--- config.mk ---
export PLATFORM = sky130hd
export DESIGN_NAME = md5snm_finish
export DESIGN_NICKNAME = d
export VERILOG_FILES = /design/src/hdl/md5snm_pkg.sv /design/src/hdl/md5snm_finish.sv
export VERILOG_INCLUDE_DIRS = /design/src /design/src/hdl
export SDC_FILE = /design/constraint.sdc
export NUM_CORES = 1
export LEC_CHECK = 0
export ABC_AREA = 1
export BUFFER_PORTS_ARGS = -buffer_cell sky130_fd_sc_hd__buf_2
export CORE_MARGIN = 3
export CORE_UTILIZATION = 40
export CTS_CLUSTER_DIAMETER = 40
export CTS_CLUSTER_SIZE = 8
export DETAILED_ROUTE_END_ITERATION = 8
export PLACE_DENSITY = 0.65
export SKIP_CTS_REPAIR_TIMING = 1
export SYNTH_ARGS = -nofsm -noshare
export SYNTH_HDL_FRONTEND = slang
export SYNTH_SLANG_ARGS = --single-unit
--- constraint.sdc ---
create_clock -name i_clk -period 5.3 [get_ports i_clk]
set_input_delay 0.53 -clock i_clk [delete_from_list [all_inputs] [get_ports i_clk]]
set_output_delay 0.53 -clock i_clk [all_outputs]
set_load 0.1 [all_outputs]
--- src/hdl/md5_short_message_nibble_match_defines.svh ---
// assertion macros for the md5 short message nibble matcher
// no dependencies; included by the modules that carry assertions
`ifndef MD5_SHORT_MESSAGE_NIBBLE_MATCH_DEFINES_SVH
`define MD5_SHORT_MESSAGE_NIBBLE_MATCH_DEFINES_SVH

// same-cycle implication, checked outside reset
`define MD5SNM_ASSERT_NOW(label, ante, cons) \
    label: assert property (@(posedge i_clk) disable iff (!i_rst_n) (ante) |-> (cons)) \
        else $error("md5snm assertion failed");

// next-cycle implication, checked outside reset
`define MD5SNM_ASSERT_NEXT(label, ante, cons) \
    label: assert property (@(posedge i_clk) disable iff (!i_rst_n) (ante) |=> (cons)) \
        else $error("md5snm assertion failed");

`endif

--- src/hdl/md5snm_pkg.sv ---
// shared types, constants and helper functions for the md5 nibble matcher
// no dependencies
package md5snm_pkg;

    localparam int MSG_W             = 56;
    localparam int MSG_BYTES_DEFAULT = 7;
    localparam int ROUNDS            = 64;
    localparam int CFG_INDEX_W       = 3;
    localparam int CFG_DATA_W        = 64;

    // configuration register indexes
    localparam logic [CFG_INDEX_W-1:0] CFG_TARGET_HIGH    = 3'd0;
    localparam logic [CFG_INDEX_W-1:0] CFG_TARGET_LOW     = 3'd1;
    localparam logic [CFG_INDEX_W-1:0] CFG_TARGET_NIBBLES = 3'd2;
    localparam logic [CFG_INDEX_W-1:0] CFG_NIBBLE_OFFSET  = 3'd3;

    // initial chaining values
    localparam logic [31:0] IV_A = 32'h67452301;
    localparam logic [31:0] IV_B = 32'hefcdab89;
    localparam logic [31:0] IV_C = 32'h98badcfe;
    localparam logic [31:0] IV_D = 32'h10325476;

    localparam logic [31:0] K_TABLE [64] = '{
        32'hd76aa478, 32'he8c7b756, 32'h242070db, 32'hc1bdceee,
        32'hf57c0faf, 32'h4787c62a, 32'ha8304613, 32'hfd469501,
        32'h698098d8, 32'h8b44f7af, 32'hffff5bb1, 32'h895cd7be,
        32'h6b901122, 32'hfd987193, 32'ha679438e, 32'h49b40821,
        32'hf61e2562, 32'hc040b340, 32'h265e5a51, 32'he9b6c7aa,
        32'hd62f105d, 32'h02441453, 32'hd8a1e681, 32'he7d3fbc8,
        32'h21e1cde6, 32'hc33707d6, 32'hf4d50d87, 32'h455a14ed,
        32'ha9e3e905, 32'hfcefa3f8, 32'h676f02d9, 32'h8d2a4c8a,
        32'hfffa3942, 32'h8771f681, 32'h6d9d6122, 32'hfde5380c,
        32'ha4beea44, 32'h4bdecfa9, 32'hf6bb4b60, 32'hbebfbc70,
        32'h289b7ec6, 32'heaa127fa, 32'hd4ef3085, 32'h04881d05,
        32'hd9d4d039, 32'he6db99e5, 32'h1fa27cf8, 32'hc4ac5665,
        32'hf4292244, 32'h432aff97, 32'hab9423a7, 32'hfc93a039,
        32'h655b59c3, 32'h8f0ccc92, 32'hffeff47d, 32'h85845dd1,
        32'h6fa87e4f, 32'hfe2ce6e0, 32'ha3014314, 32'h4e0811a1,
        32'hf7537e82, 32'hbd3af235, 32'h2ad7d2bb, 32'heb86d391
    };

    localparam int ROT_TABLE [16] = '{
        7, 12, 17, 22, 5, 9, 14, 20, 4, 11, 16, 23, 6, 10, 15, 21
    };

    // one word moving down the round chain
    typedef struct packed {
        logic             valid;
        logic [MSG_W-1:0] message;
        logic [31:0]      a;
        logic [31:0]      b;
        logic [31:0]      c;
        logic [31:0]      d;
    } t_stage;

    // match settings seen by the final stage
    typedef struct packed {
        logic [127:0] target;
        logic [5:0]   nibbles;
        logic [4:0]   offset;
    } t_cfg;

    // message word schedule index of a round
    function automatic logic [3:0] msg_index(input int round);
        int g;
        if (round < 16)      g = round;
        else if (round < 32) g = 5 * round + 1;
        else if (round < 48) g = 3 * round + 5;
        else                 g = 7 * round;
        return 4'(g % 16);
    endfunction

    // rotate amount of a round
    function automatic int rot_amount(input int round);
        return ROT_TABLE[((round / 16) * 4) + (round % 4)];
    endfunction

    // word of the single padded block: message bytes, 0x80, zeros, bit length
    function automatic logic [31:0] block_word(input logic [MSG_W-1:0] msg,
                                               input logic [3:0] idx,
                                               input int nbytes);
        logic [63:0] m;
        logic [63:0] lo;
        logic [31:0] w;
        m  = {8'h00, msg};
        lo = '0;
        for (int i = 0; i < 8; i++) begin
            if (i < nbytes) lo[8*i +: 8] = m[8*i +: 8];
            else if (i == nbytes) lo[8*i +: 8] = 8'h80;
        end
        case (idx)
            4'd0:    w = lo[31:0];
            4'd1:    w = lo[63:32];
            4'd14:   w = 32'(nbytes * 8);
            default: w = '0;
        endcase
        return w;
    endfunction

endpackage

--- src/hdl/md5snm_finish.sv ---
// final digest add, nibble window compare and output register
// depends on md5snm_pkg and md5_short_message_nibble_match_defines.svh
`include "md5_short_message_nibble_match_defines.svh"

module md5snm_finish (
    input  logic               i_clk,
    input  logic               i_rst_n,
    input  logic               i_en,
    input  md5snm_pkg::t_stage i_stage,
    input  md5snm_pkg::t_cfg   i_cfg,
    output logic               o_valid,
    output logic [63:0]        o_digest_low,
    output logic [63:0]        o_digest_high,
    output logic               o_match
);

    logic         r_dig_valid;
    logic [127:0] r_dig;
    logic [127:0] n_dig;
    logic [127:0] hex;
    logic [127:0] window;
    logic [127:0] mask;
    logic [6:0]   span;
    logic         n_match;
    logic         r_valid;
    logic [127:0] r_out_dig;
    logic         r_match;

    // add chaining values, word a in the low bits
    assign n_dig = {i_stage.d + md5snm_pkg::IV_D, i_stage.c + md5snm_pkg::IV_C,
                    i_stage.b + md5snm_pkg::IV_B, i_stage.a + md5snm_pkg::IV_A};

    always_ff @(posedge i_clk) begin
        if (!i_rst_n) begin
            r_dig_valid <= 1'b0;
        end else if (i_en) begin
            r_dig_valid <= i_stage.valid;
        end
    end

    always_ff @(posedge i_clk) begin
        if (i_en) begin
            r_dig <= n_dig;
        end
    end

    // hex string order: digest byte 0 in the top bits, high nibble first
    always_comb begin
        for (int j = 0; j < 16; j++) begin
            hex[127 - 8*j -: 8] = r_dig[8*j +: 8];
        end
    end

    // align the window to the target and mask the compared nibbles
    always_comb begin
        window  = hex << {i_cfg.offset, 2'b00};
        mask    = ~({128{1'b1}} >> {i_cfg.nibbles, 2'b00});
        span    = {2'b00, i_cfg.offset} + {1'b0, i_cfg.nibbles};
        n_match = (span <= 7'd32) && (((window ^ i_cfg.target) & mask) == '0);
    end

    // output register
    always_ff @(posedge i_clk) begin
        if (!i_rst_n) begin
            r_valid <= 1'b0;
        end else if (i_en) begin
            r_valid <= r_dig_valid;
        end
    end

    always_ff @(posedge i_clk) begin
        if (i_en) begin
            r_out_dig <= r_dig;
            r_match   <= n_match;
        end
    end

    assign o_valid       = r_valid;
    assign o_digest_low  = r_out_dig[63:0];
    assign o_digest_high = r_out_dig[127:64];
    assign o_match       = r_match;

    `MD5SNM_ASSERT_NEXT(a_dig_reaches_out, r_dig_valid && i_en, r_valid)
    `MD5SNM_ASSERT_NEXT(a_dig_holds, r_dig_valid && !i_en, r_dig_valid && $stable(r_dig))
    `MD5SNM_ASSERT_NOW(a_match_in_window, r_valid && r_match,
        ({2'b00, i_cfg.offset} + {1'b0, i_cfg.nibbles}) <= 7'd32)

endmodule

==> impl_summary.txt, run 1 <==
----------------------------------------------------
[Synthesis]
  Gate count after technology mapping ... 2872
  Ys Warns ... 0
  Syn nets ... 3209
  FFs w/ async S/R, synth ... 0%
  Area share of fa/ha/maj cells after synthesis ... less than 1%
  Mean post-synth cell area ... 7.04 um2
  Synthesized-area fraction occupied by ao, oa, aoi and oai cells ... roughly 3.7%
  Number of flops mapped to enable cells by yosys ... 257
  Mux share of post-synthesis cell area ... 0%
  Area share of xor/xnor cells in the synthesized design ... 5.02%
  Post-synth cell types ... 48
  Dominant combinational cell family by area after synthesis ... simple AND/OR/NAND/NOR gates
  Dominant synthesized flop cell ... sky130_fd_sc_hd__edfxtp_1
  Syn Std Cell Area ... between 0.02 and 0.025 mm2
  Post-synth top area share ... a little under two fifths
  Sequential fraction of the synthesis area ... 38.4%
  Post-Synth Simple-Gate Area ... 45.4%
  Largest area contributor in the synthesized netlist ... sky130_fd_sc_hd__edfxtp_1
  Most area-consuming cells after synthesis ... sky130_fd_sc_hd__edfxtp_1, sky130_fd_sc_hd__nand3_1, sky130_fd_sc_hd__nand2_1
  Total of flip-flops plus latches after synthesis ... 259

[Finish]
  Share of final-layout standard cells stronger than drive strength 1 ... 15.9%
  Sequential cell area ... 0.00776 mm2
  Syn-to-layout area delta ... 19.0%
  Final core utilization ... 48.7%
  Antenna cells ... 0
  Fin nets ... 3541
  Number of filler instances in the final layout ... 5038
  Area of combinational cells with multiple inputs ... 0.0111 mm2

[Global routing]
  Global-route wire length before repair ... 124000 um
  Largest net degree at the start of global routing ... 129
  Antenna violations before repair ... 1
  Aggregate global-route resource usage ... 30.9%
  GRT overflow ... 0
  Vias in the first global route ... 20600

[Timing]
  Layout Skew ... 0.0175 ns
  Max-slew violation total from the final report ... 0
  Worst slack on hold paths ... 0.125 ns
  Max_slew headroom ... 30.7%
  Portion of the clock cycle consumed by the worst path in the final layout ... 65.4%
  Final TNS setup ... 0 ns
  Transition at the pin with the smallest max-transition slack ... 1.04 ns
  Fmax ... around 290 MHz
  Final setup violation count ... 0
  Time the worst path needs with I/O delays and setup ... 3.47 ns
  Final hold viol count ... 0
  Unrepaired setup endpoints after global routing ... false

[Die]
  Die area ... 0.0533 mm2
  Height of the chip ... about 230 um
  Std-Cell Core Area ... 0.0495 mm2
  Die X ... about 230 um
  Number of placement rows ... 81
  Number of top-level pins ... between 400 and 500
  Effective utilization at floorplan ... 40.9%

[Route]
  Detailed-route wire length per cell ... 21.9 um
  Vias per cell ... around 5.7
  Drt pass-1 iters ... 8
  Number of nets with antenna violations after routing ... 0
  Residual DRC ... 0
  Via total after detailed routing ... around 22000
  Number of DRC markers in iteration 0 ... about 3000
  Detailed Route WL ... between 80000 and 90000 um

[Setup path]
  Worst-path fanout max ... 51
  Critical path endpoint category ... register
  Crit-path cells ... buf_4 > clkinv_2 > buf_4 > nand3_1 > nand3_1 > nand2_1 > nand2_1 > nand2_1 > nand2_1 > nand3_1 > nand2_1 > nor2_1 > nand2_1 > nor2_1 > nand3_1 > nor2_1
  Arrival time reported for the critical path endpoint ... 3.90 ns
  Required time at the worst-slack endpoint ... ~5.7 ns
  Max stage delay cell, worst path ... sky130_fd_sc_hd__clkinv_2
  Most used cell along the critical path ... sky130_fd_sc_hd__nand2_1
  Maximum single-stage delay on the critical path ... 0.74 ns
  Worst setup path category ... in2reg
  Launching element type of the critical path ... input port

[Clocking]
  Clock buffer count from CTS ... 49
  Clock transition at the registers of the reported paths ... 0.05 ns
  Clock tree from TritonCTS ... yes
  Number of sinks driven by the clock tree ... roughly 260
  Buffer depth of the longest clock path ... 3
  Cell chosen for the clock root ... sky130_fd_sc_hd__clkbuf_16
  # H-tree levels ... 2
  Clock network latency to the later pin of the worst-skew pair ... 0.58 ns

[Power]
  Highest ir drop seen on vdd ... 0.254 mV
  Power density over cell area ... 322 mW/mm2
  Static Leak ... 0.0112 uW

[Min path]
  Type of the worst min-delay path ... in2reg

[Placement]
  RePlAce Congestion ... 0.984
  Placed wire-length estimate after detailed placement ... 67200 um
  # port buffers ... 400

[Run]
  Maximum Capacitance Violations ... 0

[Status]
  Result of the run ... complete, no violations

----------------------------------------------------
[routing by layer]
metal,share of wire (%),track usage (%),vias to the layer above
met1,43,42.8,10500
met3,11,8.06,108
met2,44,48.0,1173
met4,2.4,7.98,0
li1,-,-,10600
met5,0,0,-
[worst paths after layout]
| kind | from | end | slack (ns) | cells after the start |
|---|---|---|---|---|
| setup reg to reg | r_dig[120] | o_match | 2.72 | 15 |
| hold / removal | i_stage[0] | r_dig[96] | 0.13 | 1 |
| hold reg to reg | r_dig[29] | r_out_dig[29] | 0.48 | 0 |
| setup / recovery | i_cfg[2] | o_match | 1.83 | 16 |
[cells by family (layout without fill, tap and decap cells)]
| family | Yosys count | count (layout) |
|---|---|---|
| AND/OR/NAND/NOR | 2041 | 2041 |
| flip-flops | 259 | 259 |
| AO/OA/AOI/OAI | 126 | 126 |
| XOR/XNOR | 116 | 116 |
| buffers and inverters | 320 | 681 |
| adder cells (fa/ha/maj) | 10 | 10 |
[cell usage in the layout, fill, tap and decap left out, types with 8 or more instances in the layout]
| master | instances |
|---|---|
| sky130_fd_sc_hd__ha_1 | 9 |
| sky130_fd_sc_hd__nand3_1 | 870 |
| sky130_fd_sc_hd__nor2_2 | 8 |
| sky130_fd_sc_hd__clkbuf_16 | 49 |
| sky130_fd_sc_hd__clkinv_2 | 9 |
| sky130_fd_sc_hd__buf_4 | 20 |
| sky130_fd_sc_hd__o21ai_0 | 36 |
| sky130_fd_sc_hd__o21ai_1 | 10 |
| sky130_fd_sc_hd__nor2_1 | 128 |
| sky130_fd_sc_hd__nand2_1 | 886 |
| sky130_fd_sc_hd__nor3_1 | 17 |
| sky130_fd_sc_hd__buf_2 | 396 |
| sky130_fd_sc_hd__inv_1 | 176 |
| sky130_fd_sc_hd__a21oi_1 | 36 |
| sky130_fd_sc_hd__nand4_1 | 70 |
| sky130_fd_sc_hd__a31oi_1 | 9 |
| sky130_fd_sc_hd__edfxtp_1 | 257 |
| sky130_fd_sc_hd__nand3b_1 | 41 |
| sky130_fd_sc_hd__o21bai_1 | 19 |
| sky130_fd_sc_hd__xnor2_1 | 30 |
| sky130_fd_sc_hd__xor2_1 | 86 |
[state kept, by name, summed over array words and instances, names as in the netlist]
| register | cells |
|---|---|
| r_dig_valid | 1 |
| o_valid | 1 |
| o_match | 1 |
| r_dig | 128 |
| r_out_dig | 128 |
[worst max-delay path, delay by kind of cell]
kind	cells	cell delay [ns]
buffers and inverters	3	1.72
and+or+nand+nor	13	1.61
[area by class of cell]
type | count | share of cell area (%)
Tap cell | 664 | 3.45
Clock inverter | 24 | 1.05
Multi-Input combinational cell | 2293 | 46.0
Sequential cell | 259 | 32.2
Timing Repair Buffer | 420 | 9.17
Inverter | 181 | 2.87
Clock buffer | 56 | 5.20
[power by group]
group | total (uW) | leakage (uW) | switching, uW | internal, uW
Combinational | 2230 | 0.00797 | 1700 | 537
Sequential | 2680 | 0.00253 | 178 | 2500
Clock | 2840 | 0.000736 | 1020 | 1820
[through the flow]
stage	area (um2)	power [uW]	std cells	setup slack [ns]
global placement	22600	4880	3817	1.38
floorplan	20200	4170	2872	2.65
detailed placement	22600	4900	3817	1.39
CTS	24100	7770	3897	1.97
finish	24100	7760	3897	1.83
global route	24100	8090	3897	1.66
[cells in the mapped netlist, types with 8 or more instances]
library cell	count
sky130_fd_sc_hd__buf_6	8
sky130_fd_sc_hd__nand4_1	70
sky130_fd_sc_hd__clkbuf_1	26
sky130_fd_sc_hd__buf_2	70
sky130_fd_sc_hd__inv_1	177
sky130_fd_sc_hd__nand3b_1	41
sky130_fd_sc_hd__edfxtp_1	257
sky130_fd_sc_hd__nor2_1	128
sky130_fd_sc_hd__nand2_1	886
sky130_fd_sc_hd__nor3_1	17
sky130_fd_sc_hd__buf_1	26
sky130_fd_sc_hd__nor2_2	8
sky130_fd_sc_hd__xor2_1	86
sky130_fd_sc_hd__o21bai_1	19
sky130_fd_sc_hd__nand3_1	870
sky130_fd_sc_hd__buf_4	8
sky130_fd_sc_hd__a31oi_1	9
sky130_fd_sc_hd__o21ai_0	36
sky130_fd_sc_hd__xnor2_1	30
sky130_fd_sc_hd__a21oi_1	36
sky130_fd_sc_hd__ha_1	9
sky130_fd_sc_hd__o21ai_1	10
No activity file was read; power rests on OpenSTA's default activity.
==> run 2: changes to the inputs <==
==> constraint.sdc (replaced) <==
create_clock -name i_clk -period 3.5 [get_ports i_clk]
set_input_delay 0.35 -clock i_clk [delete_from_list [all_inputs] [get_ports i_clk]]
set_output_delay 0.35 -clock i_clk [all_outputs]
set_load 0.1 [all_outputs]
==> impl_summary.txt, run 2 (synthesis results as in run 1) <==
----------------------------------------------------
[Route]
  Number of DRC markers in iteration 0 ... 3113 (was 3023)
  Vias per cell ... 5.77 (was 5.74)
  Drt pass-1 iters ... 7 (was 8)
  Number of nets with antenna violations after routing ... 0 (unchanged)
  Detailed-route wire length per cell ... 21.7 um (was 21.9 um)
  Via total after detailed routing ... 22500 (was 22400)
  Residual DRC ... 0 (unchanged)
  Detailed Route WL ... 84700 um (was 85200 um)

[Timing]
  Final TNS setup ... 0 ns (unchanged)
  Portion of the clock cycle consumed by the worst path in the final layout ... 71.6%
  Fin worst setup slack ... 0.992 ns (was 1.83 ns)
  Layout Skew ... 0.0131 ns (was 0.0175 ns)
  Time the worst path needs with I/O delays and setup ... 2.51 ns
  Unrepaired setup endpoints after global routing ... false (unchanged)
  Final hold viol count ... 0 (unchanged)
  Max_slew headroom ... 40.3% (was 30.7%)
  Final setup violation count ... 0 (unchanged)
  Fmax ... 399 MHz
  Max-slew violation total from the final report ... 0 (unchanged)
  Transition at the pin with the smallest max-transition slack ... 0.886 ns (was 1.04 ns)

[Power]
  Switching fraction of total power ... 37.5% (was 37.3%)
  Sequential power share ... 35.1% (was 34.6%)
  Power share of the clock group ... 35.4% (was 36.6%)
  Highest ir drop seen on vdd ... 0.350 mV (was 0.254 mV)
  Static Leak ... 0.0113 uW (was 0.0112 uW)
  Net Sw Power ... 4340 uW (was 2900 uW)
  Combinational fraction of design power ... 29.5% (was 28.8%)
  Total internal power ... 7240 uW (was 4860 uW)
  Power density over cell area ... 478 mW/mm2 (was 322 mW/mm2)

[Setup path]
  Worst setup path category ... reg2reg (was in2reg)
  Maximum single-stage delay on the critical path ... 0.58 ns (was 0.74 ns)
  Arrival time reported for the critical path endpoint ... 2.93 ns (was 3.90 ns)
  Crit-path cells ... nand2_1 > nand2_1 > nand3_1 > nand2_1 > nand3_1 > nand2_1 > nand2_1 > nand3_1 > nand2_1 > nor2_1 > nand2_1 > nor2_1 > nand3_1 > nor2_1 (was buf_4 > clkinv_2 > buf_4 > nand3_1 > nand3_1 > nand2_1 > nand2_1 > nand2_1 > nand2_1 > nand3_1 > nand2_1 > nor2_1 > nand2_1 > nor2_1 > nand3_1 > nor2_1)
  Max stage delay cell, worst path ... sky130_fd_sc_hd__edfxtp_1 (was sky130_fd_sc_hd__clkinv_2)
  Worst-path fanout max ... 4 (was 51)
  Most used cell along the critical path ... sky130_fd_sc_hd__nand2_1 (unchanged)
  Required time at the worst-slack endpoint ... 3.93 ns (was 5.74 ns)
  Launching element type of the critical path ... register (was input port)
  Critical path endpoint category ... register (unchanged)

[Die]
  Height of the chip ... 231 um (unchanged)
  Number of placement rows ... 81 (unchanged)
  Std-Cell Core Area ... 0.0495 mm2 (unchanged)
  Number of top-level pins ... 457 (unchanged)
  Effective utilization at floorplan ... 40.9% (unchanged)
  Die area ... 0.0533 mm2 (unchanged)
  Die X ... 231 um (unchanged)

[Finish]
  Share of final-layout standard cells stronger than drive strength 1 ... 16.1% (was 15.9%)
  Syn-to-layout area delta ... 19.8% (was 19.0%)
  Leading cell type in the layout, fill and taps excluded ... sky130_fd_sc_hd__nand2_1 (unchanged)
  Leading cell types in the layout, fill and taps excluded ... sky130_fd_sc_hd__nand2_1, sky130_fd_sc_hd__nand3_1, sky130_fd_sc_hd__buf_2 (unchanged)
  Number of filler instances in the final layout ... 5023 (was 5038)
  Area of combinational cells with multiple inputs ... 0.0111 mm2 (unchanged)
  Antenna cells ... 0 (unchanged)
  Largest registers ... r_dig: 128 flops, r_out_dig: 128 flops (unchanged)
  Sequential cell area ... 0.00776 mm2 (unchanged)
  Non-filler instance count after layout ... 3901 (was 3897)
  Fin nets ... 3553 (was 3541)

[Global routing]
  Largest net degree at the start of global routing ... 127 (was 129)
  Antenna violations before repair ... 0 (was 1)
  Global-route wire length before repair ... 124000 um (about the same)
  Aggregate global-route resource usage ... 30.6% (was 30.9%)
  GRT overflow ... 0 (unchanged)
  Vias in the first global route ... 20900 (was 20600)

[Placement]
  Cell Count Post-Placement ... 3830 (was 3817)
  RePlAce Congestion ... 1.01 (was 0.984)
  Worst slack at placement ... 0.569 ns (was 1.39 ns)
  # port buffers ... 400 (unchanged)
  Placed wire-length estimate after detailed placement ... 66800 um (was 67200 um)

[Clocking]
  Number of sinks driven by the clock tree ... 259 (unchanged)
  Buffer depth of the longest clock path ... 3 (unchanged)
  Clock tree from TritonCTS ... yes (unchanged)
  # H-tree levels ... 2 (unchanged)
  Clock network latency to the later pin of the worst-skew pair ... 0.58 ns (about the same)
  Cell chosen for the clock root ... sky130_fd_sc_hd__clkbuf_16 (unchanged)
  Clock buffer count from CTS ... 46 (was 49)
  Clock transition at the registers of the reported paths ... 0.05 ns (about the same)

[Status]
  Result of the run ... complete, no violations (unchanged)

[Min path]
  Type of the worst min-delay path ... in2reg (unchanged)

[Run]
  Maximum Capacitance Violations ... 0 (unchanged)

----------------------------------------------------
run 2: cell count changes in the layout (fill, tap and decap cells not counted):
cell	change
sky130_fd_sc_hd__buf_12	+13
sky130_fd_sc_hd__clkinv_2	-5
sky130_fd_sc_hd__clkbuf_16	-3
sky130_fd_sc_hd__clkinv_4	-3
sky130_fd_sc_hd__clkinvlp_4	+3
sky130_fd_sc_hd__clkbuf_1	-2
sky130_fd_sc_hd__clkinv_1	-2
sky130_fd_sc_hd__dlygate4sd3_1	+2
sky130_fd_sc_hd__clkinv_8	-1
sky130_fd_sc_hd__inv_16	+1
sky130_fd_sc_hd__inv_6	+1
run 2: power by group through the flow:
stage	clock network, uW	registers, uW	logic (uW)
finish	4100	4070	3410
global route	4330	4090	3660
CTS	4180	4060	3350
detailed placement	0	4110	3340
global placement	0	4110	3310
floorplan	0	4810	1490
run 2: final timing paths:
path                                    from       endpoint  slack (ns)  depth (start not counted)
worst max-delay path              r_dig[122]        o_match        0.99                         14
worst min-delay path            i_stage[184]    r_dig_valid        0.04                          3
worst max register to register    r_dig[122]        o_match        0.99                         14
worst min register to register     r_dig[25]  r_out_dig[25]        0.47                          0
run 2: critical path, delay by kind of cell, from the launching register on:
kind / cells / cell delay [ns]
flip-flops: 1 / 0.58
AND/OR/NAND/NOR: 14 / 1.78
run 2: metrics by stage:
step | hold slack, ns | area [um2] | utilization, % | total power [uW]
3_5_place_dp | 0.461 | 22800 | 46.1 | 7450
6_report | 0.0362 | 24200 | 49.0 | 11600
2_1_floorplan | 0.427 | 20200 | - | 6310
4_1_cts | -0.0784 | 24200 | 49.0 | 11600
3_3_place_gp | 0.460 | 22800 | 46.1 | 7420
5_1_grt | 0.0550 | 24200 | 49.0 | 12100
run 2: area by class of cell:
| cell class | count | share of cell area [%] |
|---|---|---|
| Clock buffer | 51 | 4.83 |
| Clock inverter | 18 | 0.940 |
| Inverter | 181 | 2.85 |
| Multi-Input combinational cell | 2293 | 45.7 |
| Sequential cell | 259 | 32.0 |
| Tap cell | 664 | 3.43 |
| Timing Repair Buffer | 435 | 10.3 |
run 2: metal layers:
metal	vias up	global-route usage, %	wire length, um
met3	161	8.56	10000
met1	10600	42.1	35200
met5	-	0	0
met4	0	9.68	2710
li1	10600	-	-
met2	1201	46.7	36800
